**config.mk**
```make
export PLATFORM = sky130hd
export DESIGN_NAME = three_channel_echo_ranger
export DESIGN_NICKNAME = d
export VERILOG_FILES = /design/src/rtl/ecr_pkg.sv /design/src/rtl/three_channel_echo_ranger.sv /design/src/rtl/ecr_front.sv /design/src/rtl/ecr_lane.sv /design/src/rtl/ecr_merge.sv
export SDC_FILE = /design/constraint.sdc
export NUM_CORES = 2
export LEC_CHECK = 0
export BUFFER_PORTS_ARGS = -buffer_cell sky130_fd_sc_hd__clkbuf_2
export CORE_UTILIZATION = 30
export DETAILED_ROUTE_END_ITERATION = 7
export SLEW_MARGIN = 10
export SYNTH_ARGS = -nofsm -noshare
export SYNTH_HDL_FRONTEND = slang
export SYNTH_SLANG_ARGS = --single-unit
```
**constraint.sdc**
```tcl
create_clock -name clk -period 9.1 [get_ports clk]
set_input_delay 1.82 -clock clk [delete_from_list [all_inputs] [get_ports clk]]
set_output_delay 1.82 -clock clk [all_outputs]
set_load 0.02 [all_outputs]
```
**src/rtl/ecr_pkg.sv**
```systemverilog
package ecr_pkg;

  localparam int TIMER_W    = 16;
  localparam int SCALE_W    = 16;
  localparam int RANGE_W    = 23;
  localparam int DIST_SHIFT = 9;
  localparam int NUM_CH     = 3;
  localparam int NUM_STAGES = 8;

  localparam int WINDOW_LENGTH_DEF = 10;
  localparam int COUNT_MODULUS_DEF = 65536;

  localparam int CH_HEAD  = 0;
  localparam int CH_LEFT  = 1;
  localparam int CH_RIGHT = 2;

  localparam int IN_TDATA_W  = 24;
  localparam int OUT_TDATA_W = 72;

  localparam int CFG_IDX_W  = 2;
  localparam int CFG_DATA_W = 23;

  localparam logic [SCALE_W-1:0] SCALE_RESET = 16'd348;
  localparam logic [RANGE_W-1:0] JUMP_RESET  = 23'd1000;

  typedef enum logic [CFG_IDX_W-1:0] {
    CFG_SCALE_PER_TICK = 2'd0,
    CFG_JUMP_LIMIT     = 2'd1
  } cfg_idx_t;

  // One load strobe per pipeline stage: high when an item moves into it.
  typedef struct packed {
    logic p1;
    logic p2;
    logic p3;
    logic p4;
    logic p5;
    logic p6;
    logic p7;
    logic p8;
  } pipe_ld_t;

endpackage

```
**src/rtl/three_channel_echo_ranger.sv**
```systemverilog
// Channel | Direction | Transfer carries
// in_     | slave     | one pin-change event: three echo levels and the timer count
// out_    | master    | three ranges and the trigger pulse, one result per event
// cfg_    | slave     | register write: index 0 scale_per_tick, index 1 jump_limit
//
// Throughput is one event per cycle while the output is not stalled; an input transfer
// reaches out_tvalid through the eight-stage pipeline (two stages of modulo reduce,
// edge detect, ring update, reciprocal divide, correction, scale multiply, merge).
// Every per-channel recurrence (edge state, ring/sum, head range) closes within its
// own stage. Reset is synchronous and takes effect at once; the width rings
// need no clearing pass, since a fill flag per lane makes unwritten entries read zero.
// A stall on out_tready fills stages from the output back; in_tready drops
// only when every stage holds an item.
module three_channel_echo_ranger #(
  parameter int WINDOW_LENGTH = ecr_pkg::WINDOW_LENGTH_DEF,
  parameter int COUNT_MODULUS = ecr_pkg::COUNT_MODULUS_DEF
) (
  input  logic                              clk,
  input  logic                              rst_n,
  // [0] head_level, [1] left_level, [2] right_level,
  // [18:3] timer_count, [23:19] zero
  input  logic [ecr_pkg::IN_TDATA_W-1:0]    in_tdata,
  input  logic                              in_tvalid,
  output logic                              in_tready,
  // [22:0] range_head, [45:23] range_left, [68:46] range_right,
  // [69] trigger_pulse, [71:70] zero
  output logic [ecr_pkg::OUT_TDATA_W-1:0]   out_tdata,
  output logic                              out_tvalid,
  input  logic                              out_tready,
  input  logic                              cfg_valid,
  output logic                              cfg_ready,
  input  logic [ecr_pkg::CFG_IDX_W-1:0]     cfg_index,
  input  logic [ecr_pkg::CFG_DATA_W-1:0]    cfg_data
);
  import ecr_pkg::*;

  localparam int CW = $clog2(COUNT_MODULUS);

  logic [SCALE_W-1:0] scale_r;
  logic [RANGE_W-1:0] jump_r;

  logic [NUM_STAGES:1] v_r;
  logic [NUM_STAGES:1] v_nxt;
  logic [NUM_STAGES:1] rdy;
  logic [NUM_STAGES:1] ld_vec;
  pipe_ld_t            ld;

  logic [CW-1:0]                  now_mod;
  logic [NUM_CH-1:0]              levels;
  logic [NUM_CH-1:0]              meas_valid;
  logic [NUM_CH-1:0][RANGE_W-1:0] lane_range;
  logic [NUM_CH-1:0][RANGE_W-1:0] ranges;
  logic                           trigger_pulse;

  // Register writes; an unknown index is dropped.
  assign cfg_ready = 1'b1;

  always_ff @(posedge clk) begin
    if (!rst_n) begin
      scale_r <= SCALE_RESET;
      jump_r  <= JUMP_RESET;
    end else if (cfg_valid) begin
      unique case (cfg_index)
        CFG_SCALE_PER_TICK: scale_r <= cfg_data[SCALE_W-1:0];
        CFG_JUMP_LIMIT:     jump_r  <= cfg_data[RANGE_W-1:0];
        default: ;
      endcase
    end
  end

  // Pipeline flow: a stage takes a new item when it is empty or its item advances.
  always_comb begin
    rdy[NUM_STAGES] = !v_r[NUM_STAGES] || out_tready;
    for (int k = NUM_STAGES - 1; k >= 1; k--) begin
      rdy[k] = !v_r[k] || rdy[k+1];
    end
    ld_vec[1] = in_tvalid && rdy[1];
    v_nxt[1]  = rdy[1] ? in_tvalid : v_r[1];
    for (int k = 2; k <= NUM_STAGES; k++) begin
      ld_vec[k] = v_r[k-1] && rdy[k];
      v_nxt[k]  = rdy[k] ? v_r[k-1] : v_r[k];
    end
  end

  always_ff @(posedge clk) begin
    if (!rst_n) begin
      v_r <= '0;
    end else begin
      v_r <= v_nxt;
    end
  end

  always_comb begin
    ld.p1 = ld_vec[1];
    ld.p2 = ld_vec[2];
    ld.p3 = ld_vec[3];
    ld.p4 = ld_vec[4];
    ld.p5 = ld_vec[5];
    ld.p6 = ld_vec[6];
    ld.p7 = ld_vec[7];
    ld.p8 = ld_vec[8];
  end

  assign in_tready  = rdy[1];
  assign out_tvalid = v_r[NUM_STAGES];

  ecr_front #(
    .COUNT_MODULUS (COUNT_MODULUS)
  ) u_front (
    .clk         (clk),
    .ld          (ld),
    .timer_count (in_tdata[TIMER_W+NUM_CH-1:NUM_CH]),
    .echo_levels (in_tdata[NUM_CH-1:0]),
    .now_mod     (now_mod),
    .levels      (levels)
  );

  // One lane per echo channel; the lanes share the reduced timer count.
  for (genvar ch = 0; ch < NUM_CH; ch++) begin : g_lane
    ecr_lane #(
      .WINDOW_LENGTH (WINDOW_LENGTH),
      .COUNT_MODULUS (COUNT_MODULUS)
    ) u_lane (
      .clk            (clk),
      .rst_n          (rst_n),
      .ld             (ld),
      .echo_level     (levels[ch]),
      .now_mod        (now_mod),
      .scale_per_tick (scale_r),
      .meas_valid     (meas_valid[ch]),
      .lane_range     (lane_range[ch])
    );
  end

  ecr_merge u_merge (
    .clk           (clk),
    .rst_n         (rst_n),
    .ld            (ld),
    .meas_valid    (meas_valid),
    .lane_range    (lane_range),
    .jump_limit    (jump_r),
    .ranges        (ranges),
    .trigger_pulse (trigger_pulse)
  );

  assign out_tdata = {2'b00, trigger_pulse, ranges[CH_RIGHT], ranges[CH_LEFT], ranges[CH_HEAD]};

  a_no_stall_when_drained: assert property (@(posedge clk) disable iff (!rst_n)
    out_tready |-> in_tready)
    else $error("input stalled while output is accepting");

endmodule

```
**src/rtl/ecr_front.sv**
```systemverilog
module ecr_front #(
  parameter int COUNT_MODULUS = ecr_pkg::COUNT_MODULUS_DEF
) (
  input  logic                                 clk,
  input  ecr_pkg::pipe_ld_t                    ld,
  input  logic [ecr_pkg::TIMER_W-1:0]          timer_count,
  input  logic [ecr_pkg::NUM_CH-1:0]           echo_levels,
  output logic [$clog2(COUNT_MODULUS)-1:0]     now_mod,
  output logic [ecr_pkg::NUM_CH-1:0]           levels
);
  import ecr_pkg::*;

  localparam int CW   = $clog2(COUNT_MODULUS);
  localparam int RT   = (2 ** TIMER_W) / COUNT_MODULUS;
  localparam int RT_W = $clog2(RT + 1);
  localparam logic [TIMER_W:0] MOD_C = (TIMER_W + 1)'(COUNT_MODULUS);
  localparam logic [RT_W-1:0]  RT_C  = RT_W'(RT);

  logic [TIMER_W-1:0]      now1_r;
  logic [NUM_CH-1:0]       lvl1_r;
  logic [RT_W-1:0]         qt1_r;
  logic [TIMER_W+RT_W-1:0] qprod;
  logic [TIMER_W:0]        rem;
  logic [TIMER_W:0]        rem_fix;
  logic [CW-1:0]           now2_r;
  logic [NUM_CH-1:0]       lvl2_r;

  // Quotient estimate by reciprocal; it is low by at most one.
  assign qprod = (TIMER_W + RT_W)'(timer_count) * (TIMER_W + RT_W)'(RT_C);

  always_comb begin
    rem     = (TIMER_W + 1)'(now1_r) - (TIMER_W + 1)'(qt1_r) * MOD_C;
    rem_fix = (rem >= MOD_C) ? rem - MOD_C : rem;
  end

  always_ff @(posedge clk) begin
    if (ld.p1) begin
      now1_r <= timer_count;
      lvl1_r <= echo_levels;
      qt1_r  <= qprod[TIMER_W+RT_W-1:TIMER_W];
    end
    if (ld.p2) begin
      now2_r <= CW'(rem_fix);
      lvl2_r <= lvl1_r;
    end
  end

  assign now_mod = now2_r;
  assign levels  = lvl2_r;

endmodule

```
**src/rtl/ecr_lane.sv**
```systemverilog
module ecr_lane #(
  parameter int WINDOW_LENGTH = ecr_pkg::WINDOW_LENGTH_DEF,
  parameter int COUNT_MODULUS = ecr_pkg::COUNT_MODULUS_DEF
) (
  input  logic                               clk,
  input  logic                               rst_n,
  input  ecr_pkg::pipe_ld_t                  ld,
  input  logic                               echo_level,
  input  logic [$clog2(COUNT_MODULUS)-1:0]   now_mod,
  input  logic [ecr_pkg::SCALE_W-1:0]        scale_per_tick,
  output logic                               meas_valid,
  output logic [ecr_pkg::RANGE_W-1:0]        lane_range
);
  import ecr_pkg::*;

  localparam int CW    = $clog2(COUNT_MODULUS);
  localparam int SUM_W = $clog2(WINDOW_LENGTH * (COUNT_MODULUS - 1) + 1);
  localparam int PW    = (WINDOW_LENGTH > 1) ? $clog2(WINDOW_LENGTH) : 1;
  localparam int PR_W  = 2 * SUM_W + 1;
  localparam int DP_W  = RANGE_W + DIST_SHIFT;
  localparam logic [SUM_W:0]  RA_C    = (SUM_W + 1)'((2 ** SUM_W) / WINDOW_LENGTH);
  localparam logic [CW:0]     MOD_C   = (CW + 1)'(COUNT_MODULUS);
  localparam logic [SUM_W-1:0] WIN_C  = SUM_W'(WINDOW_LENGTH);
  localparam logic [PW-1:0]   POS_END = PW'(WINDOW_LENGTH - 1);

  // Edge detect and pulse width
  logic          prev_r;
  logic [CW-1:0] stamp_r;
  logic          fall3_r;
  logic [CW-1:0] w3_r;
  logic [CW:0]   diff;
  logic [CW-1:0] width_nxt;

  // Width ring and running sum
  logic [CW-1:0]    ring_mem_r [WINDOW_LENGTH];
  logic [SUM_W-1:0] sum_r;
  logic [PW-1:0]    pos_r;
  logic             wrap_r;
  logic [CW-1:0]    old_r;
  logic             fall4_r;
  logic [SUM_W-1:0] sum_nxt;
  logic [PW-1:0]    pos_nxt;
  logic             wrap_nxt;

  // Average and distance
  logic [PR_W-1:0]       prod5_r;
  logic [SUM_W-1:0]      sum5_r;
  logic                  fall5_r;
  logic [CW-1:0]         q0;
  logic [SUM_W-1:0]      rem;
  logic [CW-1:0]         avg6_r;
  logic                  fall6_r;
  logic [SCALE_W+CW-1:0] dprod;
  logic [DP_W-1:0]       dprod_ext;
  logic [RANGE_W-1:0]    dist7_r;
  logic                  fall7_r;

  always_comb begin
    diff      = {1'b0, now_mod} - {1'b0, stamp_r};
    width_nxt = diff[CW] ? CW'(diff + MOD_C) : CW'(diff);
  end

  always_ff @(posedge clk) begin
    if (!rst_n) begin
      prev_r  <= 1'b0;
      stamp_r <= '0;
      fall3_r <= 1'b0;
    end else if (ld.p3) begin
      fall3_r <= prev_r && !echo_level;
      if (echo_level && !prev_r) begin
        stamp_r <= now_mod;
      end
      prev_r <= echo_level;
    end
  end

  always_ff @(posedge clk) begin
    if (ld.p3) begin
      w3_r <= width_nxt;
    end
  end

  always_comb begin
    sum_nxt  = sum_r - SUM_W'(old_r) + SUM_W'(w3_r);
    pos_nxt  = (pos_r == POS_END) ? '0 : pos_r + 1'b1;
    wrap_nxt = wrap_r || (pos_r == POS_END);
  end

  always_ff @(posedge clk) begin
    if (ld.p4 && fall3_r) begin
      ring_mem_r[pos_r] <= w3_r;
    end
  end

  // old_r always holds the entry about to be replaced; unwritten entries read as zero.
  always_ff @(posedge clk) begin
    if (!rst_n) begin
      sum_r   <= '0;
      pos_r   <= '0;
      wrap_r  <= 1'b0;
      old_r   <= '0;
      fall4_r <= 1'b0;
    end else if (ld.p4) begin
      fall4_r <= fall3_r;
      if (fall3_r) begin
        sum_r  <= sum_nxt;
        pos_r  <= pos_nxt;
        wrap_r <= wrap_nxt;
        if (pos_nxt == pos_r) begin
          old_r <= w3_r;
        end else if (!wrap_nxt) begin
          old_r <= '0;
        end else begin
          old_r <= ring_mem_r[pos_nxt];
        end
      end
    end
  end

  always_comb begin
    q0        = prod5_r[SUM_W+CW-1:SUM_W];
    rem       = sum5_r - SUM_W'(q0) * WIN_C;
    dprod     = (SCALE_W + CW)'(scale_per_tick) * (SCALE_W + CW)'(avg6_r);
    dprod_ext = DP_W'(dprod);
  end

  always_ff @(posedge clk) begin
    if (ld.p5) begin
      prod5_r <= PR_W'(sum_r) * PR_W'(RA_C);
      sum5_r  <= sum_r;
      fall5_r <= fall4_r;
    end
    if (ld.p6) begin
      avg6_r  <= (rem >= WIN_C) ? q0 + 1'b1 : q0;
      fall6_r <= fall5_r;
    end
    if (ld.p7) begin
      dist7_r <= dprod_ext[DP_W-1:DIST_SHIFT];
      fall7_r <= fall6_r;
    end
  end

  assign meas_valid = fall7_r;
  assign lane_range = dist7_r;

  a_pos_range: assert property (@(posedge clk) disable iff (!rst_n)
    pos_r <= POS_END)
    else $error("ring position beyond window");

  a_old_before_wrap: assert property (@(posedge clk) disable iff (!rst_n)
    !wrap_r |-> (old_r == '0))
    else $error("unwritten ring entry read as nonzero");

endmodule

```
**src/rtl/ecr_merge.sv**
```systemverilog
module ecr_merge (
  input  logic                                            clk,
  input  logic                                            rst_n,
  input  ecr_pkg::pipe_ld_t                               ld,
  input  logic [ecr_pkg::NUM_CH-1:0]                      meas_valid,
  input  logic [ecr_pkg::NUM_CH-1:0][ecr_pkg::RANGE_W-1:0] lane_range,
  input  logic [ecr_pkg::RANGE_W-1:0]                     jump_limit,
  output logic [ecr_pkg::NUM_CH-1:0][ecr_pkg::RANGE_W-1:0] ranges,
  output logic                                            trigger_pulse
);
  import ecr_pkg::*;

  // The head range register is also the accepted head distance.
  logic [NUM_CH-1:0][RANGE_W-1:0] range_r;
  logic [NUM_CH-1:0]              flags_r;
  logic                           trig_r;
  logic [NUM_CH-1:0]              flags_nxt;
  logic                           head_jump;

  always_comb begin
    flags_nxt = flags_r | meas_valid;
    head_jump = {1'b0, lane_range[CH_HEAD]} >
                ({1'b0, range_r[CH_HEAD]} + {1'b0, jump_limit});
  end

  always_ff @(posedge clk) begin
    if (!rst_n) begin
      range_r <= '0;
      flags_r <= '0;
      trig_r  <= 1'b0;
    end else if (ld.p8) begin
      if (meas_valid[CH_HEAD] && !head_jump) begin
        range_r[CH_HEAD] <= lane_range[CH_HEAD];
      end
      if (meas_valid[CH_LEFT]) begin
        range_r[CH_LEFT] <= lane_range[CH_LEFT];
      end
      if (meas_valid[CH_RIGHT]) begin
        range_r[CH_RIGHT] <= lane_range[CH_RIGHT];
      end
      if (&flags_nxt) begin
        flags_r <= '0;
        trig_r  <= 1'b1;
      end else begin
        flags_r <= flags_nxt;
        trig_r  <= 1'b0;
      end
    end
  end

  assign ranges        = range_r;
  assign trigger_pulse = trig_r;

  a_trig_clears: assert property (@(posedge clk) disable iff (!rst_n)
    trig_r |-> (flags_r == '0))
    else $error("trigger given with channel marks still set");

endmodule

```
# == After elaboration in Yosys (flattened, before gate mapping) ==
# Memories as Yosys holds them, arrays and structs flattened.
# Index checks and enable logic that the tools add are counted.
# W data, S select, Z words.
# totals
ramBits,480
register_bits,680
memories,3
rom_bits,0
out_inout_bits,75
latch_bits,0
# memory_table
memory,words,word_bits,rd,rd_ports_with_merged_regs,wr,line_no,rtl
g_lane[0].u_lane.ring_mem_r,10,16,1,0,1,ecr_lane.sv:35,logic [CW-1:0] ring_mem_r [WINDOW_LENGTH];
g_lane[1].u_lane.ring_mem_r,10,16,1,0,1,ecr_lane.sv:35,
g_lane[2].u_lane.ring_mem_r,10,16,1,0,1,ecr_lane.sv:35,
# classes
reduce_logical,57
bitwise_logic,1
mux,24
n_eq_ne,7
n_div,0
n_shift,0
order_cmp,5
mul,9
addsub,23
# ops
op,n
$mux W16,13
$mul A20 B17 Y36 const B,3
$add A16 B1 Y16 const B,6
$mul A16 B16 Y32,3
$add A20 B16 Y20,3
$ge A20 B4 Y1 const B,3
$sub A20 B16 Y20,3
$sub A20 B20 Y20,3
$mul A16 B3 Y19 const B,3
$sub A16 B16 Y17,3
$add A23 B23 Y24,1
$gt A23 B24 Y1,1
$reduce_and A2 Y1,11
$logic_and A1 B1 Y1,18
$ge A16 B17 Y1 const B,1
$sub A16 B1 Y16 const B,1
$logic_not A1 Y1,15
$add A4 B1 Y4 const B,3
$eq A4 B4 Y1,3
$eq A4 B4 Y1 const B,3
$mux W4,3
$logic_or A1 B1 Y1,11
$mux W1,7
$mux W3,1
other kinds (4),4

# == Depth between registers and ports, before layout ==
# depth
word_depth,10
depth_mapped,27
depth_no_buf,25

# == By module ==
# From an unflattened synthesis, not the netlist that was laid out.
# unflattened
hier_cells,8731
hier_area_um2,93015.5
# by_module_without_submodules
module,area_each_um2,n_inst,cells_each
ecr_lane (g_lane[1].u_lane),28768.8,1,2663
ecr_lane (g_lane[2].u_lane),28569.9,1,2646
ecr_lane (g_lane[0].u_lane),28288.4,1,2633
ecr_merge,4415.5,1,534
three_channel_echo_ranger,1831.8,1,217
ecr_front,1141.1,1,38

# == Worst setup path after synthesis ==
# OpenSTA, ideal clock, no wires.
# synth_path
kind,in2reg
startpoint,in out_tready
endpoint,"reg g_lane[0].u_lane.fall5_r, enable pin"
arrival_ps,7068
setup_ps,588
slack_ps,1444
required_ps,8512
path_stages,4
path_cell_list,nor2b_1 and2_1 and3_1 nor2b_1
# synth_lines
element,line_no,rtl
start: declaration,three_channel_echo_ranger.sv:29,"input logic out_tready,"
end signal: assignment,ecr_lane.sv:131,fall5_r <= fall4_r;
end: declaration,ecr_lane.sv:48,logic fall5_r;

# == Final worst setup path ==
# layout_path
startpoint,reg scale_r[6]
endpoint,"reg g_lane[2].u_lane.dist7_r[22], data pin"
# layout_between
elab_chain_len,1
# layout_lines
element,line_no,rtl
start: declaration,three_channel_echo_ranger.sv:39,logic [SCALE_W-1:0] scale_r;
start signal: assignment,three_channel_echo_ranger.sv:64,CFG_SCALE_PER_TICK: scale_r <= cfg_data[SCALE_W-1:0];
$mul A16 B16 Y32,ecr_lane.sv:123,dprod = (SCALE_W + CW)'(scale_per_tick) * (SCALE_W + CW)'(avg6_r);
via g_lane[2].u_lane.dprod[31],ecr_lane.sv:53,logic [SCALE_W+CW-1:0] dprod;
end signal: assignment,ecr_lane.sv:138,dist7_r <= dprod_ext[DP_W-1:DIST_SHIFT];
end: declaration,ecr_lane.sv:55,logic [RANGE_W-1:0] dist7_r;
# The timed path passes the listed nets, and every way through them passes these cells.
# A chain may end at the register's enable or synchronous reset.

==> flow_metrics.env <==
export IMPL_worst_path_max_delay_cell="dfxtp_2"
export IMPL_dp_hpwl_um=161000
export IMPL_synth_edf_count=797
export IMPL_grt_util_met1_pct=19.6
export IMPL_synthCells=9053
export IMPL_final_max_slew_violation_count=0
export IMPL_totalWireLength_um=214000
export IMPL_rsz0062_at_grt="false"
export IMPL_yosys_most_used_dff="edfxtp_1"
export IMPL_synth_area_um2=93100
export IMPL_switching_share_pct=29.1
export IMPL_synthTopCellsByCount="inv_1, ha_1, nand2_1, fa_1, edfxtp_1"
export IMPL_switching_power_uw=3870
export IMPL_reg2regPathDepth=22
export IMPL_tns_ps=0
export IMPL_vias_per_cell=4.61
export IMPL_maxCapViolations=0
export IMPL_clkTransAtPathRegs_ps=70
export IMPL_synthTopCellsByArea="edfxtp_1, fa_1, ha_1, inv_1, dfxtp_1"
export IMPL_syn_avg_cell_area_um2=10.3
export IMPL_critical_path_top_delay_family="adder cells"
export IMPL_fp_coreArea_um2=309000
export IMPL_fin_crit_sh_pct=81.3
export IMPL_wl_per_cell_um=16.1
export IMPL_die_y_um=559
export IMPL_start_util_pct=30.1
export IMPL_hold_class="reg2reg"
export IMPL_die_w_um=559
export IMPL_end_kind="flop"
export IMPL_crit_path_start_kind="flop"
export IMPL_peakVddDrop_mv=0.176
export IMPL_synthArstFlopShare_pct=0
export IMPL_hold_viol_final=0
export IMPL_crit_end="g_lane[2].u_lane.lane_range[22]"
export IMPL_path_depth=22
export IMPL_violations="DRC"
export IMPL_cp_buffers_inverters=4
export IMPL_fin_skew_ps=85.4
export IMPL_crit_chain="buf_4 -> nand2_1 -> fa_1 -> inv_1 -> fa_1 -> ha_1 -> inv_1 -> fa_1 -> fa_1 -> fa_1 -> inv_1 -> ha_1 -> a21o_1 -> a21oi_1 -> and3_1 -> a2111oi_0 -> o41a_1 -> o211ai_1 -> and4b_1 -> o21ba_2 -> o21bai_1 -> xnor2_1"
export IMPL_grt_busiest_layer="met2"
export IMPL_status="finished with violations"
export IMPL_clk_path_buf_depth=3
export IMPL_startpoint="scale_r[6]"
export IMPL_grt_pass1_vias=62305
export IMPL_p_comb_share_pct=22.0
export IMPL_drive_gt1_share_pct=6.16
export IMPL_place_gp_congestion=0.866
export IMPL_critPathMaxFanout=40
export IMPL_tritoncts="done"
export IMPL_yosys_warnings=0
export IMPL_gr_usage_met3_pct=1.57
export IMPL_leakagePower_uw=0.0446
export IMPL_clk_latency_ps=770
export IMPL_area_growth_pct=9.96
export IMPL_synth_most_common_cell="inv_1"
export IMPL_firstDrtPassIters=8
export IMPL_ys_types=96
export IMPL_regToRegStartpoint="scale_r[6]"
export IMPL_reg2reg_slack_ps=1700
export IMPL_grt_max_degree=117
export IMPL_overflow=0
export IMPL_setup_viol=0
export IMPL_pre_cts_ws_ps=1590
export IMPL_ys_ff_latch=1097
export IMPL_power_density_nw_per_um2=130
export IMPL_final_nets=11092
export IMPL_antenna_found_initial=3
export IMPL_period_needed_ps=7400
export IMPL_cts_htree_levels=3
export IMPL_synth_top_cell_area_share_pct=25.7
export IMPL_cts_buffers=113
export IMPL_pwr_share_clk_pct=36.0
export IMPL_die_area_um2=313000
export IMPL_worst_setup_path_type="reg2reg"
export IMPL_numPortBuffers=120
export IMPL_cts_root_buf="clkbuf_16"
export IMPL_remaining_drc_errors=38
export IMPL_cts_sinks=1097
export IMPL_cp_slowest_stage_delay_ps=1030
export IMPL_cts_resized=0
export IMPL_pin_count=129
export IMPL_grt_pass1_wl_um=346000
export IMPL_max_slew_margin_rel_pct=19.9
export IMPL_synth_largest_area_cell="edfxtp_1"
export IMPL_p_int_uw=9410
export IMPL_drtAntennaViolNets=0
export IMPL_worstPathRequired_ps=9600
export IMPL_setup_ws_ps=1700
export IMPL_cts_hold_buffers_added=0
export IMPL_arrival_ps=7900
export IMPL_r2r_end="g_lane[2].u_lane.lane_range[22]"
export IMPL_power_share_sequential_pct=42.0
export IMPL_cts_setup_buffers=0
export IMPL_max_freq_ghz=0.135
export IMPL_path_common_cell="fa_1"
export IMPL_fin_util_pct=33.1
export IMPL_drt_iter0_markers=3497
export IMPL_row_count=204
export IMPL_yosysSeqAreaShare_pct=32.2
export IMPL_met2_usage_pct=22.3
export IMPL_grt_usage_pct=13.7
export IMPL_vias=61206
export IMPL_tightest_slew_ps=1170
## final cells by class
cell class	count	area, µm²
clock inverters	76	817
fillers	31463	206000
repair buffers	209	1270
multi-input cells	6010	56000
diodes	1	2.50
flip-flops and latches	1097	30000
inverters	1631	6130
clock buffers	136	3020
well taps	4120	5150
## layer usage
metal,routed length [µm],vias to the layer above
met5,0,-
met1,104000,29916
met4,4290,0
met2,96700,1111
met3,8550,214
li1,-,29965
## flip-flops by register name (all words and copies together), names as in the netlist, 8 cells and up
| signal | flops |
|---|---|
| v_r | 8 |
| g_lane.u_lane.w3_r | 48 |
| g_lane.u_lane.lane_range | 69 |
| g_lane.u_lane.ring_mem_r | 480 |
| u_front.now_mod | 16 |
| u_front.now1_r | 16 |
| g_lane.u_lane.old_r | 48 |
| g_lane.u_lane.sum5_r | 57 |
| g_lane.u_lane.stamp_r | 48 |
| u_merge.ranges | 69 |
| scale_r | 16 |
| g_lane.u_lane.avg6_r | 48 |
| g_lane.u_lane.prod5_r | 48 |
| g_lane.u_lane.sum_r | 60 |
| g_lane.u_lane.pos_r | 12 |
| jump_r | 23 |
## cell usage in the layout (no fill, tap or decap), drive strengths merged, types with 15 or more instances in the layout
cell type / instances
o211ai: 52
nand3: 130
a32oi: 15
ha: 1015
clkbuf: 255
nor4: 20
nand2b: 62
a211oi: 122
a21boi: 24
o21ai: 220
nand4: 42
nor2b: 103
and2: 375
inv: 1636
o21bai: 26
fa: 961
dfxtp: 300
a31oi: 47
nand3b: 16
and3: 57
nor3: 106
clkinv: 49
nand2: 964
mux4: 32
mux2: 40
nor2: 345
buf: 90
or2: 28
xor2: 86
or3: 33
edfxtp: 797
a22oi: 27
xnor2: 204
a21oi: 405
o2111ai: 16
mux2i: 86
o21a: 47
a21o: 95
## worst register-to-register path: stages (launching register included)
cell and delay [ps]:
dfxtp_2 1030, buf_4 360, nand2_1 100, fa_1 550, inv_1 50, fa_1 540
ha_1 150, inv_1 50, fa_1 470, fa_1 510, fa_1 490, inv_1 40
ha_1 310, a21o_1 120, a21oi_1 80, and3_1 230, a2111oi_0 1000, o41a_1 330
o211ai_1 130, and4b_1 210, o21ba_2 220, o21bai_1 150, xnor2_1 80
## worst min path at each step
stage	slack [ps]	from	to	cells past startpoint
after global routing	430	u_front.now1_r[9]	u_front.now_mod[9]	0
after global placement	400	g_lane[0].u_lane.fall5_r	g_lane[0].u_lane.fall6_r	0
after CTS	420	u_front.now1_r[2]	u_front.now_mod[2]	0
after floorplan	400	g_lane[0].u_lane.fall5_r	g_lane[0].u_lane.fall6_r	0
after detailed placement	400	u_front.now1_r[2]	u_front.now_mod[2]	0
final	420	u_front.now1_r[2]	u_front.now_mod[2]	0
## cells by family (layout without fill, tap and decap cells)
kind of cell	after synthesis	after routing	synth area share [%]
mux	158	158	2.19
other cells	2	4	0.00807
buf+inv	1947	2052	7.90
simple gates	2334	2334	12.1
fa+ha+maj	1976	1976	34.3
flops	1097	1097	32.2
compound gates	1248	1248	8.62
xor+xnor	291	291	2.75
## power by group through the flow
stage | clock network, µW | logic [µW] | registers [µW]
after floorplan | 0 | 2270 | 5630
after global placement | 0 | 2910 | 5690
after detailed placement | 0 | 2920 | 5690
after CTS | 4910 | 2960 | 5580
after global routing | 5100 | 3400 | 5580
final | 4770 | 2920 | 5580
## through the flow
step | cell area (µm²) | std cells | total power, µW | hold slack (ps)
after CTS | 102000 | 13279 | 13500 | 420
final | 102000 | 13280 | 13300 | 419
after detailed placement | 98500 | 13067 | 8610 | 405
after global routing | 102000 | 13280 | 14100 | 426
after global placement | 98500 | 13067 | 8600 | 403
after floorplan | 93100 | 9054 | 7910 | 400
Power figures use the tool's default switching activity.
